[config.mk]
export PLATFORM = sky130hd
export DESIGN_NAME = ber_tlv_header_parser_unit
export DESIGN_NICKNAME = d
export VERILOG_FILES = /design/src/rtl/bthp_pkg.sv /design/src/rtl/bthp_in_reg.sv /design/src/rtl/bthp_decode.sv /design/src/rtl/bthp_out_buf.sv /design/src/rtl/ber_tlv_header_parser_unit.sv
export SDC_FILE = /design/constraint.sdc
export NUM_CORES = 1
export LEC_CHECK = 0
export BUFFER_PORTS_ARGS = -buffer_cell sky130_fd_sc_hd__buf_4
export CAP_MARGIN = 20
export CORE_MARGIN = 2
export CORE_UTILIZATION = 35
export DETAILED_ROUTE_END_ITERATION = 8
export GPL_ROUTABILITY_DRIVEN = 1
export HOLD_SLACK_MARGIN = 0.03
export PLACE_DENSITY = 0.58
export SYNTH_ARGS = -nofsm -noshare
export SYNTH_HDL_FRONTEND = slang
export SYNTH_SLANG_ARGS = --single-unit
[constraint.sdc]
create_clock -name clk -period 9.1 [get_ports clk]
set_clock_uncertainty 0.2 [all_clocks]
set_input_delay 0.91 -clock clk [delete_from_list [all_inputs] [get_ports clk]]
set_output_delay 0.91 -clock clk [all_outputs]
set_load 0.02 [all_outputs]
[src/rtl/bthp_pkg.sv]
// Shared types and constants for the BER tag and length header parser.
`default_nettype none

package bthp_pkg;

  localparam logic [4:0] LOW_TAG_LONG = 5'h1F;
  localparam logic [6:0] GROUP_MASK = 7'h7F;
  localparam logic [1:0] MAX_TAG_BYTES = 2'd3;
  localparam logic [6:0] MAX_LEN_BYTES = 7'd4;
  localparam logic [31:0] MAX_SIZE_RESET = 32'hFFFF_FFFF;

  typedef enum logic [2:0] {
    ST_OK         = 3'd0,
    ST_BAD_HEADER = 3'd1,
    ST_BAD_LENGTH = 3'd2,
    ST_OVER_MAX   = 3'd3,
    ST_BAD_OFFSET = 3'd4
  } bthp_status_t;

  typedef struct packed {
    logic [7:0] data_byte;
    logic       start_req;
    logic       last_in_buffer;
  } bthp_in_t;

  typedef struct packed {
    logic [7:0]  first_byte;
    logic [20:0] tag_number;
    logic [31:0] content_length;
    logic        indefinite;
    logic [3:0]  header_size;
    logic [2:0]  status;
  } bthp_out_t;

endpackage

`default_nettype wire

[src/rtl/bthp_in_reg.sv]
// Input register that holds one request until the decoder takes it.
`default_nettype none

module bthp_in_reg (
  input  wire logic              clk,
  input  wire logic              rst_n,
  input  wire logic              in_valid,
  output logic                   in_stall,
  input  wire bthp_pkg::bthp_in_t in_data,
  input  wire logic              take_i,
  output logic                   vld_o,
  output bthp_pkg::bthp_in_t     data_o
);

  logic               vld_r;
  logic               vld_nxt;
  bthp_pkg::bthp_in_t data_r;
  logic               load;

  assign in_stall = vld_r && !take_i;
  assign load     = in_valid && !in_stall;

  always_comb begin
    if (load) begin
      vld_nxt = 1'b1;
    end else if (take_i) begin
      vld_nxt = 1'b0;
    end else begin
      vld_nxt = vld_r;
    end
  end

  always_ff @(posedge clk) begin
    if (!rst_n) begin
      vld_r <= 1'b0;
    end else begin
      vld_r <= vld_nxt;
    end
  end

  always_ff @(posedge clk) begin
    if (load) begin
      data_r <= in_data;
    end
  end

  assign vld_o  = vld_r;
  assign data_o = data_r;

endmodule

`default_nettype wire

[src/rtl/bthp_decode.sv]
// Header state machine that advances on one byte per step and builds the result.
`default_nettype none

module bthp_decode (
  input  wire logic               clk,
  input  wire logic               rst_n,
  input  wire logic               cfg_wr_en,
  input  wire logic [31:0]        cfg_wr_data,
  input  wire logic               go_i,
  input  wire bthp_pkg::bthp_in_t req_i,
  output logic                    emit_o,
  output bthp_pkg::bthp_out_t     res_o
);

  typedef enum logic [1:0] {
    PH_IDENT = 2'd0,
    PH_TAG   = 2'd1,
    PH_LEN0  = 2'd2,
    PH_LENN  = 2'd3
  } phase_t;

  phase_t      phase_r, phase_nxt, phase_cur;
  logic [1:0]  tseen_r, tseen_nxt;
  logic [20:0] tacc_r, tacc_nxt;
  logic [7:0]  fbh_r, fbh_nxt;
  logic [31:0] lacc_r, lacc_nxt;
  logic [2:0]  lleft_r, lleft_nxt;
  logic [3:0]  cnt_r, cnt_nxt;
  logic [31:0] max_size_r;

  logic [7:0]  b;
  logic        emit;
  bthp_pkg::bthp_status_t st;
  logic [31:0] len;
  logic        indef;

  always_comb begin
    b         = req_i.data_byte;
    phase_cur = req_i.start_req ? PH_IDENT : phase_r;
    phase_nxt = phase_cur;
    tseen_nxt = tseen_r;
    tacc_nxt  = tacc_r;
    fbh_nxt   = fbh_r;
    lacc_nxt  = lacc_r;
    lleft_nxt = lleft_r;
    cnt_nxt   = cnt_r + 4'd1;
    emit      = 1'b0;
    st        = bthp_pkg::ST_OK;
    len       = 32'd0;
    indef     = 1'b0;

    unique case (phase_cur)
      PH_IDENT: begin
        fbh_nxt   = b;
        cnt_nxt   = 4'd1;
        tseen_nxt = 2'd0;
        lacc_nxt  = 32'd0;
        lleft_nxt = 3'd0;
        if (b[4:0] == bthp_pkg::LOW_TAG_LONG) begin
          tacc_nxt  = 21'd0;
          phase_nxt = PH_TAG;
        end else begin
          tacc_nxt  = {16'd0, b[4:0]};
          phase_nxt = PH_LEN0;
        end
        if (req_i.last_in_buffer) begin
          emit = 1'b1;
          st   = bthp_pkg::ST_BAD_OFFSET;
        end
      end
      PH_TAG: begin
        if (tseen_r == bthp_pkg::MAX_TAG_BYTES) begin
          emit = 1'b1;
          st   = bthp_pkg::ST_BAD_HEADER;
        end else begin
          tacc_nxt  = {tacc_r[13:0], b[6:0] & bthp_pkg::GROUP_MASK};
          tseen_nxt = tseen_r + 2'd1;
          if (!b[7]) begin
            phase_nxt = PH_LEN0;
          end
          if (req_i.last_in_buffer) begin
            emit = 1'b1;
            st   = bthp_pkg::ST_BAD_OFFSET;
          end
        end
      end
      PH_LEN0: begin
        if (!b[7]) begin
          emit = 1'b1;
          len  = {24'd0, b};
        end else if ((b[6:0] & bthp_pkg::GROUP_MASK) > bthp_pkg::MAX_LEN_BYTES) begin
          emit = 1'b1;
          st   = bthp_pkg::ST_BAD_LENGTH;
        end else if (b[6:0] == 7'd0) begin
          emit  = 1'b1;
          indef = 1'b1;
        end else begin
          lacc_nxt  = 32'd0;
          lleft_nxt = b[2:0];
          phase_nxt = PH_LENN;
          if (req_i.last_in_buffer) begin
            emit = 1'b1;
            st   = bthp_pkg::ST_BAD_OFFSET;
          end
        end
      end
      PH_LENN: begin
        lacc_nxt = {lacc_r[23:0], b};
        if (lleft_r != 3'd0) begin
          lleft_nxt = lleft_r - 3'd1;
        end
        if (lleft_nxt == 3'd0) begin
          emit = 1'b1;
          if (lacc_nxt > max_size_r) begin
            st = bthp_pkg::ST_OVER_MAX;
          end else begin
            len = lacc_nxt;
          end
        end else if (req_i.last_in_buffer) begin
          emit = 1'b1;
          st   = bthp_pkg::ST_BAD_OFFSET;
        end
      end
      default: begin
        phase_nxt = PH_IDENT;
      end
    endcase

    if (emit) begin
      phase_nxt = PH_IDENT;
    end
  end

  always_ff @(posedge clk) begin
    if (!rst_n) begin
      phase_r    <= PH_IDENT;
      tseen_r    <= 2'd0;
      tacc_r     <= 21'd0;
      fbh_r      <= 8'd0;
      lacc_r     <= 32'd0;
      lleft_r    <= 3'd0;
      cnt_r      <= 4'd0;
      max_size_r <= bthp_pkg::MAX_SIZE_RESET;
    end else begin
      if (cfg_wr_en) begin
        max_size_r <= cfg_wr_data;
      end
      if (go_i) begin
        phase_r <= phase_nxt;
        tseen_r <= tseen_nxt;
        tacc_r  <= tacc_nxt;
        fbh_r   <= fbh_nxt;
        lacc_r  <= lacc_nxt;
        lleft_r <= lleft_nxt;
        cnt_r   <= cnt_nxt;
      end
    end
  end

  assign emit_o = go_i && emit;

  always_comb begin
    res_o.first_byte     = fbh_nxt;
    res_o.tag_number     = tacc_nxt;
    res_o.content_length = (st == bthp_pkg::ST_OK) ? len : 32'd0;
    res_o.indefinite     = (st == bthp_pkg::ST_OK) ? indef : 1'b0;
    res_o.header_size    = cnt_nxt;
    res_o.status         = st;
  end

endmodule

`default_nettype wire

[src/rtl/bthp_out_buf.sv]
// Two-entry result buffer that keeps the decoder running while the sink stalls, until it is full.
`default_nettype none

module bthp_out_buf (
  input  wire logic                clk,
  input  wire logic                rst_n,
  input  wire logic                push_i,
  input  wire bthp_pkg::bthp_out_t data_i,
  output logic                     full_o,
  output logic                     out_valid,
  input  wire logic                out_stall,
  output bthp_pkg::bthp_out_t      out_data
);

  bthp_pkg::bthp_out_t mem_r [2];
  logic       wr_ptr_r;
  logic       rd_ptr_r;
  logic [1:0] cnt_r;
  logic [1:0] cnt_nxt;
  logic       pop;

  assign out_valid = (cnt_r != 2'd0);
  assign full_o    = (cnt_r == 2'd2);
  assign pop       = out_valid && !out_stall;
  assign out_data  = mem_r[rd_ptr_r];

  always_comb begin
    cnt_nxt = cnt_r;
    if (push_i && !pop) begin
      cnt_nxt = cnt_r + 2'd1;
    end else if (pop && !push_i) begin
      cnt_nxt = cnt_r - 2'd1;
    end
  end

  always_ff @(posedge clk) begin
    if (!rst_n) begin
      wr_ptr_r <= 1'b0;
      rd_ptr_r <= 1'b0;
      cnt_r    <= 2'd0;
    end else begin
      cnt_r <= cnt_nxt;
      if (push_i) begin
        wr_ptr_r <= !wr_ptr_r;
      end
      if (pop) begin
        rd_ptr_r <= !rd_ptr_r;
      end
    end
  end

  always_ff @(posedge clk) begin
    if (push_i) begin
      mem_r[wr_ptr_r] <= data_i;
    end
  end

endmodule

`default_nettype wire

[src/rtl/ber_tlv_header_parser_unit.sv]
// Top level of the BER tag and length header parser.
// A header's last or failing byte is held in the input register, its result in the result buffer.
// Throughput: one byte per cycle unless the result buffer is full; the decode is combinational.
// The two-entry result buffer lets decoding go on while the sink stalls, until both entries are full.
// Reset is synchronous and active low; it clears the state machine and buffers and sets
// max_size to all ones.
`default_nettype none

module ber_tlv_header_parser_unit (
  input  wire logic                clk,
  input  wire logic                rst_n,
  input  wire logic                in_valid,
  output logic                     in_stall,
  input  wire bthp_pkg::bthp_in_t  in_data,
  output logic                     out_valid,
  input  wire logic                out_stall,
  output bthp_pkg::bthp_out_t      out_data,
  input  wire logic                cfg_wr_en,
  input  wire logic [31:0]         cfg_wr_data
);

  logic                req_vld;
  bthp_pkg::bthp_in_t  req;
  logic                go;
  logic                emit;
  bthp_pkg::bthp_out_t res;
  logic                buf_full;

  assign go = req_vld && !buf_full;

  bthp_in_reg u_in_reg (
    .clk      (clk),
    .rst_n    (rst_n),
    .in_valid (in_valid),
    .in_stall (in_stall),
    .in_data  (in_data),
    .take_i   (go),
    .vld_o    (req_vld),
    .data_o   (req)
  );

  bthp_decode u_decode (
    .clk         (clk),
    .rst_n       (rst_n),
    .cfg_wr_en   (cfg_wr_en),
    .cfg_wr_data (cfg_wr_data),
    .go_i        (go),
    .req_i       (req),
    .emit_o      (emit),
    .res_o       (res)
  );

  bthp_out_buf u_out_buf (
    .clk       (clk),
    .rst_n     (rst_n),
    .push_i    (emit),
    .data_i    (res),
    .full_o    (buf_full),
    .out_valid (out_valid),
    .out_stall (out_stall),
    .out_data  (out_data)
  );

endmodule

`default_nettype wire

==> qor.yml, run 1 <==
cts_tree: "yes"
switching_share_pct: 28.1
clkTransAtPathRegs_ns: 0.06
ioPinCount: 118
row_count: 64
cellLeakagePower_nw: 5.01
power_density_nw_per_um2: 233
pwr-share-seq_pct: 45.3
postLayoutCoreUtil_pct: 42.2
setup_tns_ns: 0
die_w_um: 180
critPathKind: "flip-flop to flip-flop"
wl_per_cell_um: 17.2
synth_mux_area_share_pct: 8.86
placed_area_sq_um: 12000
nNetsFinal: 1079
ir_worst_vdd_v: 0.000152
dpl.hpwl_um: 15700
critPathBufInv: 2
first_iter_violations: 455
worstMarginPinSlew_ns: 1.07
max_stage_delay_ns: 0.80
synth_seq_cells: 250
pwr-share-comb_pct: 20.8
critPathSlowestCell: "nor2_4"
grt_setup_unrepaired: "false"
h-tree-depth: 1
min_path_type: "flip-flop to flip-flop"
synth.avg_cell_area_sq_um: 12.1
setup_viol: 0
ys_types: 57
globalplace.congestion: 0.785
synthCells: 893
synthXorXnorAreaFrac_pct: 0.486
clockBufferDepth: 3
drc_errors: 0
critPathArrivalTime_ns: 3.62
drv_cap: 0
syn_nets: 977
slew_viol_final: 0
place_ws_ns: 5.35
final_area_sq_um: 12900
clk_latency_ns: 0.53
coreArea_sq_um: 30500
areaGrowthSynthToFinish_pct: 19.0
fmax_ghz: 0.273
period_needed_ns: 3.66
synth_fa_ha_area_share_pct: 4.28
path_max_fanout: 37
n_antenna_cell: 0
grt_overflow_total: 0
power.internal_mw: 2.16
synth-edff-count: 148
most-common-layout-cells: "148 x edfxtp_1, 121 x buf_4, 101 x nand2_1, 101 x dfxtp_1, 70 x mux2_2"
vias: 6924
antenna_found_initial: 0
ant_nets: 0
drive_gt1_share_pct: 24.2
synth_compound_area_share_pct: 10.1
hold_buffers: 0
grt_use_total_pct: 14.6
cp.required_ns: 9.06
synth_top_area_cell: "edfxtp_1"
p_total_mw: 3.00
synth_top_family_by_area: "simple AND/OR/NAND/NOR gates"
synth_simple_gate_area_share_pct: 13.0
ys_top_cells_by_area: "edfxtp_1 41%, dfxtp_1 19%, mux2_2 7.3%"
vias_per_cell: 4.90
worstSetupStartpointType: "flip-flop"
max-slew-margin-rel_pct: 28.6
ys_warn_count: 0
syn-cell-area_sq_um: 10800
layout_commonest_cell: "edfxtp_1"
async_flop_share_pct: 0
io_buffers: 117
cts_setup_buffers: 0
worst_setup_path_end_kind: "flip-flop"
hold_viol_final: 0
drt-pass1-iter-count: 4
post_cts_resized: 0
status: "complete, no violations"
drt_wl_total_um: 24300
clkPwrFrac_pct: 34.0
grt_pass1_vias: 6675
switching_power_mw: 0.845
netlist.area_leader.share_pct: 41.1
clockRootBuffer: "clkbuf_16"
grt_max_degree: 102
initial_core_util_pct: 35.4
cts_made_buffers: 27
cp_cell_sequence: "inv_1 > ha_1 > or3_1 > a21oi_1 > o31ai_1 > o31a_1 > nor2_4 > buf_4"
worst_slack_ns: 5.44
synthFlopType: "edfxtp_1"
path_delay_family: "simple AND/OR/NAND/NOR gates"
die_height_um: 180
ys_seq_area_share_pct: 60.0
grt_pass1_wl_um: 37900
clock-sinks: 250
die_area_sq_um: 32300
period_share_pct: 40.2
[layer usage]
metal / part of all wire (%) / up-vias / global-route usage, % / routed length (um)
met1: 47 / 3332 / 19.9 / 11300
met4: 1.9 / 0 / 3.35 / 463
met5: 0 / - / 0 / 0
met2: 48 / 125 / 24.6 / 11600
met3: 3.6 / 31 / 2.19 / 875
li1: - / 3436 / - / -
[power groups by stage]
stage                     logic, mW  clock network, mW  registers (mW)
after global routing          0.675               1.09            1.37
after detailed placement      0.630                  0            1.39
after floorplan               0.451                  0            1.32
after CTS                     0.634               1.05            1.36
final                         0.623               1.02            1.36
after global placement        0.631                  0            1.39
[worst reg2reg max path, delay by kind of cell, from the launching register on]
kind                     cells  cell delay [ns]
AO/OA/AOI/OAI                3             0.61
adder cells (fa/ha/maj)      1             0.23
buffers and inverters        2             0.73
flip-flops                   1             0.36
AND/OR/NAND/NOR              2             1.14
[kinds of logic after synthesis]
logic type	Yosys count
simple gates	279
flops	250
xor+xnor	6
fa+ha+maj	37
compound gates	146
buf+inv	88
mux	87
[sequential cells by signal, indices dropped and copies added (netlist names), named ones only]
name	count
u_out_buf.mem_r	138
u_decode.max_size_r	32
u_decode.lacc_r	24
u_decode.tacc_r	21
u_in_reg.data_o	10
u_decode.fbh_r	8
u_decode.cnt_r	4
u_decode.lleft_r	3
u_decode.phase_r	2
u_decode.tseen_r	2
u_out_buf.cnt_r	2
u_in_reg.vld_o	1
u_out_buf.rd_ptr_r	1
u_out_buf.wr_ptr_r	1
[final timing paths]
kind / slack (ns) / to / depth (start not counted) / startpoint
worst max-delay path: 5.44 / u_out_buf.mem_r[0][24] / 8 / u_decode.lleft_r[0]
worst min-delay path: 0.28 / u_decode.cnt_r[3] / 2 / u_decode.cnt_r[3]
worst max register to register: 5.44 / u_out_buf.mem_r[0][24] / 8 / u_decode.lleft_r[0]
worst min register to register: 0.28 / u_decode.cnt_r[3] / 2 / u_decode.cnt_r[3]
[area by class of cell]
class	instances	area, sq um
clock inverter	8	41.3
inverter	39	146
fill	2900	17600
tap	396	495
multi-input combinational	555	3980
sequential	250	6490
timing repair buffer	122	923
clock buffer	42	792
[cell usage after synthesis (13+ instances only)]
| library cell | count |
|---|---|
| dfxtp_1 | 102 |
| o211ai_1 | 32 |
| nor2b_1 | 25 |
| a21boi_0 | 27 |
| ha_1 | 37 |
| a21oi_1 | 18 |
| edfxtp_1 | 148 |
| nand2_1 | 101 |
| mux2_2 | 70 |
| o21ai_0 | 13 |
| clkbuf_1 | 35 |
| inv_1 | 39 |
| a22o_1 | 21 |
| and2_1 | 40 |
| mux2i_1 | 17 |
| nand3_1 | 33 |
| nor2_1 | 37 |
[metrics by stage]
| stage | hold WS [ns] | instances |
|---|---|---|
| 3_5_place_dp | 0.274 | 1361 |
| 6_report | 0.280 | 1412 |
| 4_1_cts | 0.282 | 1411 |
| 5_1_grt | 0.305 | 1412 |
| 3_3_place_gp | 0.268 | 1360 |
| 2_1_floorplan | 0.243 | 893 |
Note: power is estimated with default switching activity, not from simulation.
==> inputs of run 2 (changes only) <==
- PLACE_DENSITY: 0.58 -> 0.6
- clock period: 9.1 -> 3 ns (I/O delays scaled with it)
==> run 2 against run 1 <==
Net effect:
- sequential power increased to 2.9 times the previous value
- hold slack got worse by 0.19 ns
- critical path type unchanged
- flip-flop and latch count stayed put
- count of clock-buffer cells in the layout decreased by 2
- register-to-register slack worse by 5.3 ns
- clock power grew to 3.2 times the previous value
- critical endpoint is now u_out_buf.cnt_r[1]
- die area unchanged
==> qor.yml, run 2 (same netlist as run 1, synthesis figures left out) <==
slew_viol_final: 0
ant_nets: 0
min_path_type: "input port to flip-flop"
most-common-layout-cells: "148 x edfxtp_1, 146 x buf_4, 101 x nand2_1, 99 x dfxtp_1, 70 x mux2_2"
setup_viol: 0
drt-pass1-iter-count: 6
nNetsFinal: 1153
grt_setup_unrepaired: "false"
coreArea_sq_um: 30500
hold_viol_final: 0
cp.required_ns: 3.27
areaGrowthSynthToFinish_pct: 26.7
layout_commonest_cell: "edfxtp_1"
grt_max_degree: 89
placed_area_sq_um: 12300
met3_usage_pct: 1.86
status: "complete, no violations"
cts_made_buffers: 28
drive_gt1_share_pct: 26.2
worstSetupStartpointType: "flip-flop"
drt_wl_total_um: 25000
reg_top3: "u_out_buf.mem_r x138, u_decode.max_size_r x32, u_decode.lacc_r x24"
period_share_pct: 95.3
clkPwrFrac_pct: 35.0
final_area_sq_um: 13700
vias: 7240
worst_slack_ns: 0.141
worst_setup_path_end_kind: "flip-flop"
place_ws_ns: 0.0219
switching_power_mw: 2.62
antenna_found_initial: 0
die_w_um: 180
largest_reg_flops: 138
grt_use_total_pct: 15.0
top_register: "u_out_buf.mem_r"
clkTransAtPathRegs_ns: 0.06
cts_tree: "yes"
fill_cells: 2822
grt_util_met1_pct: 20.3
io_buffers: 117
period_needed_ns: 2.86
ioPinCount: 118
power_density_nw_per_um2: 688
clk_latency_ns: 0.54
drv_cap: 0
dpl.hpwl_um: 16400
multi_input_area_sq_um: 4020
clockRootBuffer: "clkbuf_16"
seqCellArea_sq_um: 6490
h-tree-depth: 1
met2_usage_pct: 25.8
pwr-share-comb_pct: 22.6
pwr-share-seq_pct: 42.4
critPathArrivalTime_ns: 3.12
drc_errors: 0
path_max_fanout: 6
p_total_mw: 9.43
clock-sinks: 250
clockBufferDepth: 3
die_height_um: 180
critPathKind: "flip-flop to flip-flop"
hold_slack_ns: 0.0878
wl_per_cell_um: 16.8
switching_share_pct: 27.8
power.internal_mw: 6.80
die_area_sq_um: 32300
cellLeakagePower_nw: 5.39
grt_overflow_total: 0
first_iter_violations: 371
ir_worst_vdd_v: 0.000507
n_antenna_cell: 0
initial_core_util_pct: 35.4
globalplace.congestion: 0.799
worstMarginPinSlew_ns: 0.857
grt_pass1_vias: 6942
busiest_layer: "met2"
postLayoutCoreUtil_pct: 44.9
row_count: 64
fmax_ghz: 0.350
max-slew-margin-rel_pct: 42.8
grt_pass1_wl_um: 39000
vias_per_cell: 4.87
[run 2: cell types whose count changed in the layout (fill, tap and decap cells not counted), sizes merged]
| cell | before | now |
|---|---|---|
| buf | 122 | 152 |
| bufinv | 0 | 2 |
| clkbuf | 42 | 40 |
| clkinv | 7 | 9 |
| dlygate4sd3 | 0 | 43 |
[run 2: cell type report]
cell class              count  area share [%]
flip-flops and latches    250            47.4
multi-input cells         555            29.3
repair buffers            195            12.0
clock buffers              40            5.66
well taps                 396            3.62
inverters                  39            1.07
clock inverters            12           0.895
[run 2: worst paths after layout]
| check | startpoint | endpoint | slack, ns | cells after the start |
|---|---|---|---|---|
| hold reg to reg | u_decode.tseen_r[1] | u_decode.tseen_r[1] | 0.27 | 2 |
| setup reg to reg | u_in_reg.data_o[7] | u_out_buf.cnt_r[1] | 0.14 | 8 |
| hold / removal | out_stall | flip-flop | 0.09 | 4 |
| setup / recovery | u_in_reg.data_o[7] | u_out_buf.cnt_r[1] | 0.14 | 8 |
[run 2: power groups by stage]
stage	logic (mW)	clock network (mW)	registers, mW
2_1_floorplan	1.38	0	4.00
3_3_place_gp	2.12	0	4.06
3_5_place_dp	2.12	0	4.07
4_1_cts	2.17	3.38	4.00
5_1_grt	2.31	3.52	4.02
6_report	2.13	3.30	3.99
[run 2: per-stage QoR]
stage,std cells,TNS (ns)
final,1487,0
after global routing,1487,0
after CTS,1487,0
after detailed placement,1390,0
after global placement,1390,0
after floorplan,893,-11.04
[run 2: what timing repair did]
item	4_1_cts	5_1_grt
endpoints found under the setup margin	15	62
buffers inserted	2	0
hold buffers	43	0
hold endpoints to repair	43	0
pin swaps	0	0
resized for setup	0	3
[run 2: metal layers]
layer	vias up	share of wire [%]
met3	31	3.4
met5	-	0
li1	3583	-
met2	157	49
met4	0	1.9
met1	3469	46
[run 2: critical path, stage by stage, from the launching register on]
cell	delay (ns)
edfxtp_1	0.58
nor4_4	0.40
o2111ai_1	0.23
o31ai_2	0.12
o31a_1	0.29
inv_1	0.10
ha_1	0.34
or3_1	0.36
a21boi_0	0.17
==> inputs of run 3 (changes only) <==
- CORE_UTILIZATION: 35 -> 37
- PLACE_DENSITY: 0.6 -> 0.63
==> run 3 against run 2 <==
Net effect:
- global-route usage grew 1.6 points
- highest routed layer unchanged
- largest cell class unchanged
- setup slack gained 0.033 ns
- final cell count shrank 1.3%
==> qor.yml, run 3 (same netlist as run 1, synthesis figures left out) <==
status: "complete, no violations"
cp.required_ns: 3.25
clockBufferDepth: 3
vias: 7349
die_area_sq_um: 30600
r2r_cells: 8
die_w_um: 175
ioPinCount: 118
areaGrowthSynthToFinish_pct: 24.9
place_ws_ns: 0.122
wl_per_cell_um: 17.5
slew_viol_final: 0
grt_overflow_total: 0
most-common-layout-cells: "148 x edfxtp_1, 144 x buf_4, 101 x nand2_1, 99 x dfxtp_1, 70 x mux2_2"
min_path_type: "input port to flip-flop"
rr_startpoint: "u_in_reg.data_o[8]"
clkTransAtPathRegs_ns: 0.06
max-slew-margin-rel_pct: 52.7
hold_viol_final: 0
nNetsFinal: 1148
h-tree-depth: 1
cp-endpoint: "u_out_buf.cnt_r[1]"
critPathSlowestCell: "edfxtp_1"
hold_slack_ns: 0.0431
max_stage_delay_ns: 0.53
worstMarginPinSlew_ns: 0.702
row_count: 62
clockRootBuffer: "clkbuf_16"
drv_cap: 0
largest_reg_flops: 138
ir_worst_vdd_v: 0.000350
drive_gt1_share_pct: 25.6
grt_use_total_pct: 16.6
grt_pass1_wl_um: 40300
reg_top3: "u_out_buf.mem_r x138, u_decode.max_size_r x32, u_decode.lacc_r x24"
coreArea_sq_um: 28800
dpl.hpwl_um: 16900
cp_cell_sequence: "nor4_4 > o2111ai_1 > o31ai_2 > o31a_1 > inv_1 > ha_1 > or3_1 > a21boi_0"
grt_pass1_vias: 7213
globalplace.congestion: 0.835
period_needed_ns: 2.83
die_height_um: 175
fmax_ghz: 0.354
power_density_nw_per_um2: 671
setup_viol: 0
layout_commonest_cell: "edfxtp_1"
drc_errors: 0
path_max_fanout: 6
vias_per_cell: 5.01
cellLeakagePower_nw: 5.30
top_register: "u_out_buf.mem_r"
first_iter_violations: 433
worst_slack_ns: 0.174
worstSetupStartpointType: "flip-flop"
critPathKind: "flip-flop to flip-flop"
antenna_found_initial: 0
drt-pass1-iter-count: 5
initial_core_util_pct: 37.6
drt_wl_total_um: 25600
clk_latency_ns: 0.53
ant_nets: 0
grt_setup_unrepaired: "false"
grt_max_degree: 70
clock-sinks: 250
io_buffers: 117
cts_made_buffers: 26
period_share_pct: 94.2
rrSetupSlack_ns: 0.17
cts_tree: "yes"
rr_endpoint: "u_out_buf.cnt_r[1]"
crit_start: "u_in_reg.data_o[8]"
critPathArrivalTime_ns: 3.08
n_antenna_cell: 0
worst_setup_path_end_kind: "flip-flop"
-- run 3: metal layers --
metal	GRT usage, %	wire length, um
met4	3.68	336
met1	24.7	12600
met5	0	0
met3	2.26	1280
met2	25.8	11400
-- run 3: critical path, delay by kind of cell, from the launching register on --
kind                     cells  cell delay (ns)
AND/OR/NAND/NOR              2             0.77
AO/OA/AOI/OAI                4             0.81
flip-flops                   1             0.53
buffers and inverters        1             0.11
adder cells (fa/ha/maj)      1             0.34
-- run 3: power by group --
group | leakage [nW] | switching [mW] | internal [mW]
clock | 0.371 | 1.29 | 1.64
sequential | 2.26 | 0.107 | 3.86
combinational | 2.67 | 1.20 | 0.966
-- run 3: cell type report --
| cell class | count | area (sq um) |
|---|---|---|
| clock buffers | 33 | 698 |
| clock inverters | 14 | 70.1 |
| fillers | 2592 | 15300 |
| inverters | 39 | 146 |
| multi-input cells | 555 | 4010 |
| flip-flops and latches | 250 | 6490 |
| well taps | 384 | 480 |
| repair buffers | 192 | 1610 |
-- run 3: how the worst min path moves through the flow --
stage | startpoint | endpoint | slack, ns | cells past startpoint
floorplan | in_data[0] | u_in_reg.data_o[0] | 0.20 | 0
global placement | u_decode.tseen_r[1] | u_decode.tseen_r[1] | 0.26 | 2
detailed placement | u_decode.tseen_r[1] | u_decode.tseen_r[1] | 0.27 | 2
CTS | rst_n | u_decode.max_size_r[0] | 0.04 | 2
global route | out_stall | flip-flop | 0.08 | 4
finish | rst_n | u_decode.max_size_r[0] | 0.04 | 2
-- run 3: metrics by stage --
step	instance area [sq um]	TNS [ns]	util, %	instances	power [mW]
final	13500	0	46.9	1467	9.06
after global routing	13500	0	46.9	1467	9.43
after CTS	13500	0	46.9	1467	9.16
after detailed placement	12300	0	42.7	1377	6.19
after global placement	12300	0	42.7	1377	6.18
after floorplan	10900	-11.04	-	893	5.37
-- run 3: timing repair --
item                       CTS  global route
setup endpoints to repair    0            64
gates resized for setup      0             2
hold buffers                43             0
buffers inserted             0             0
hold endpoints to repair    43             0
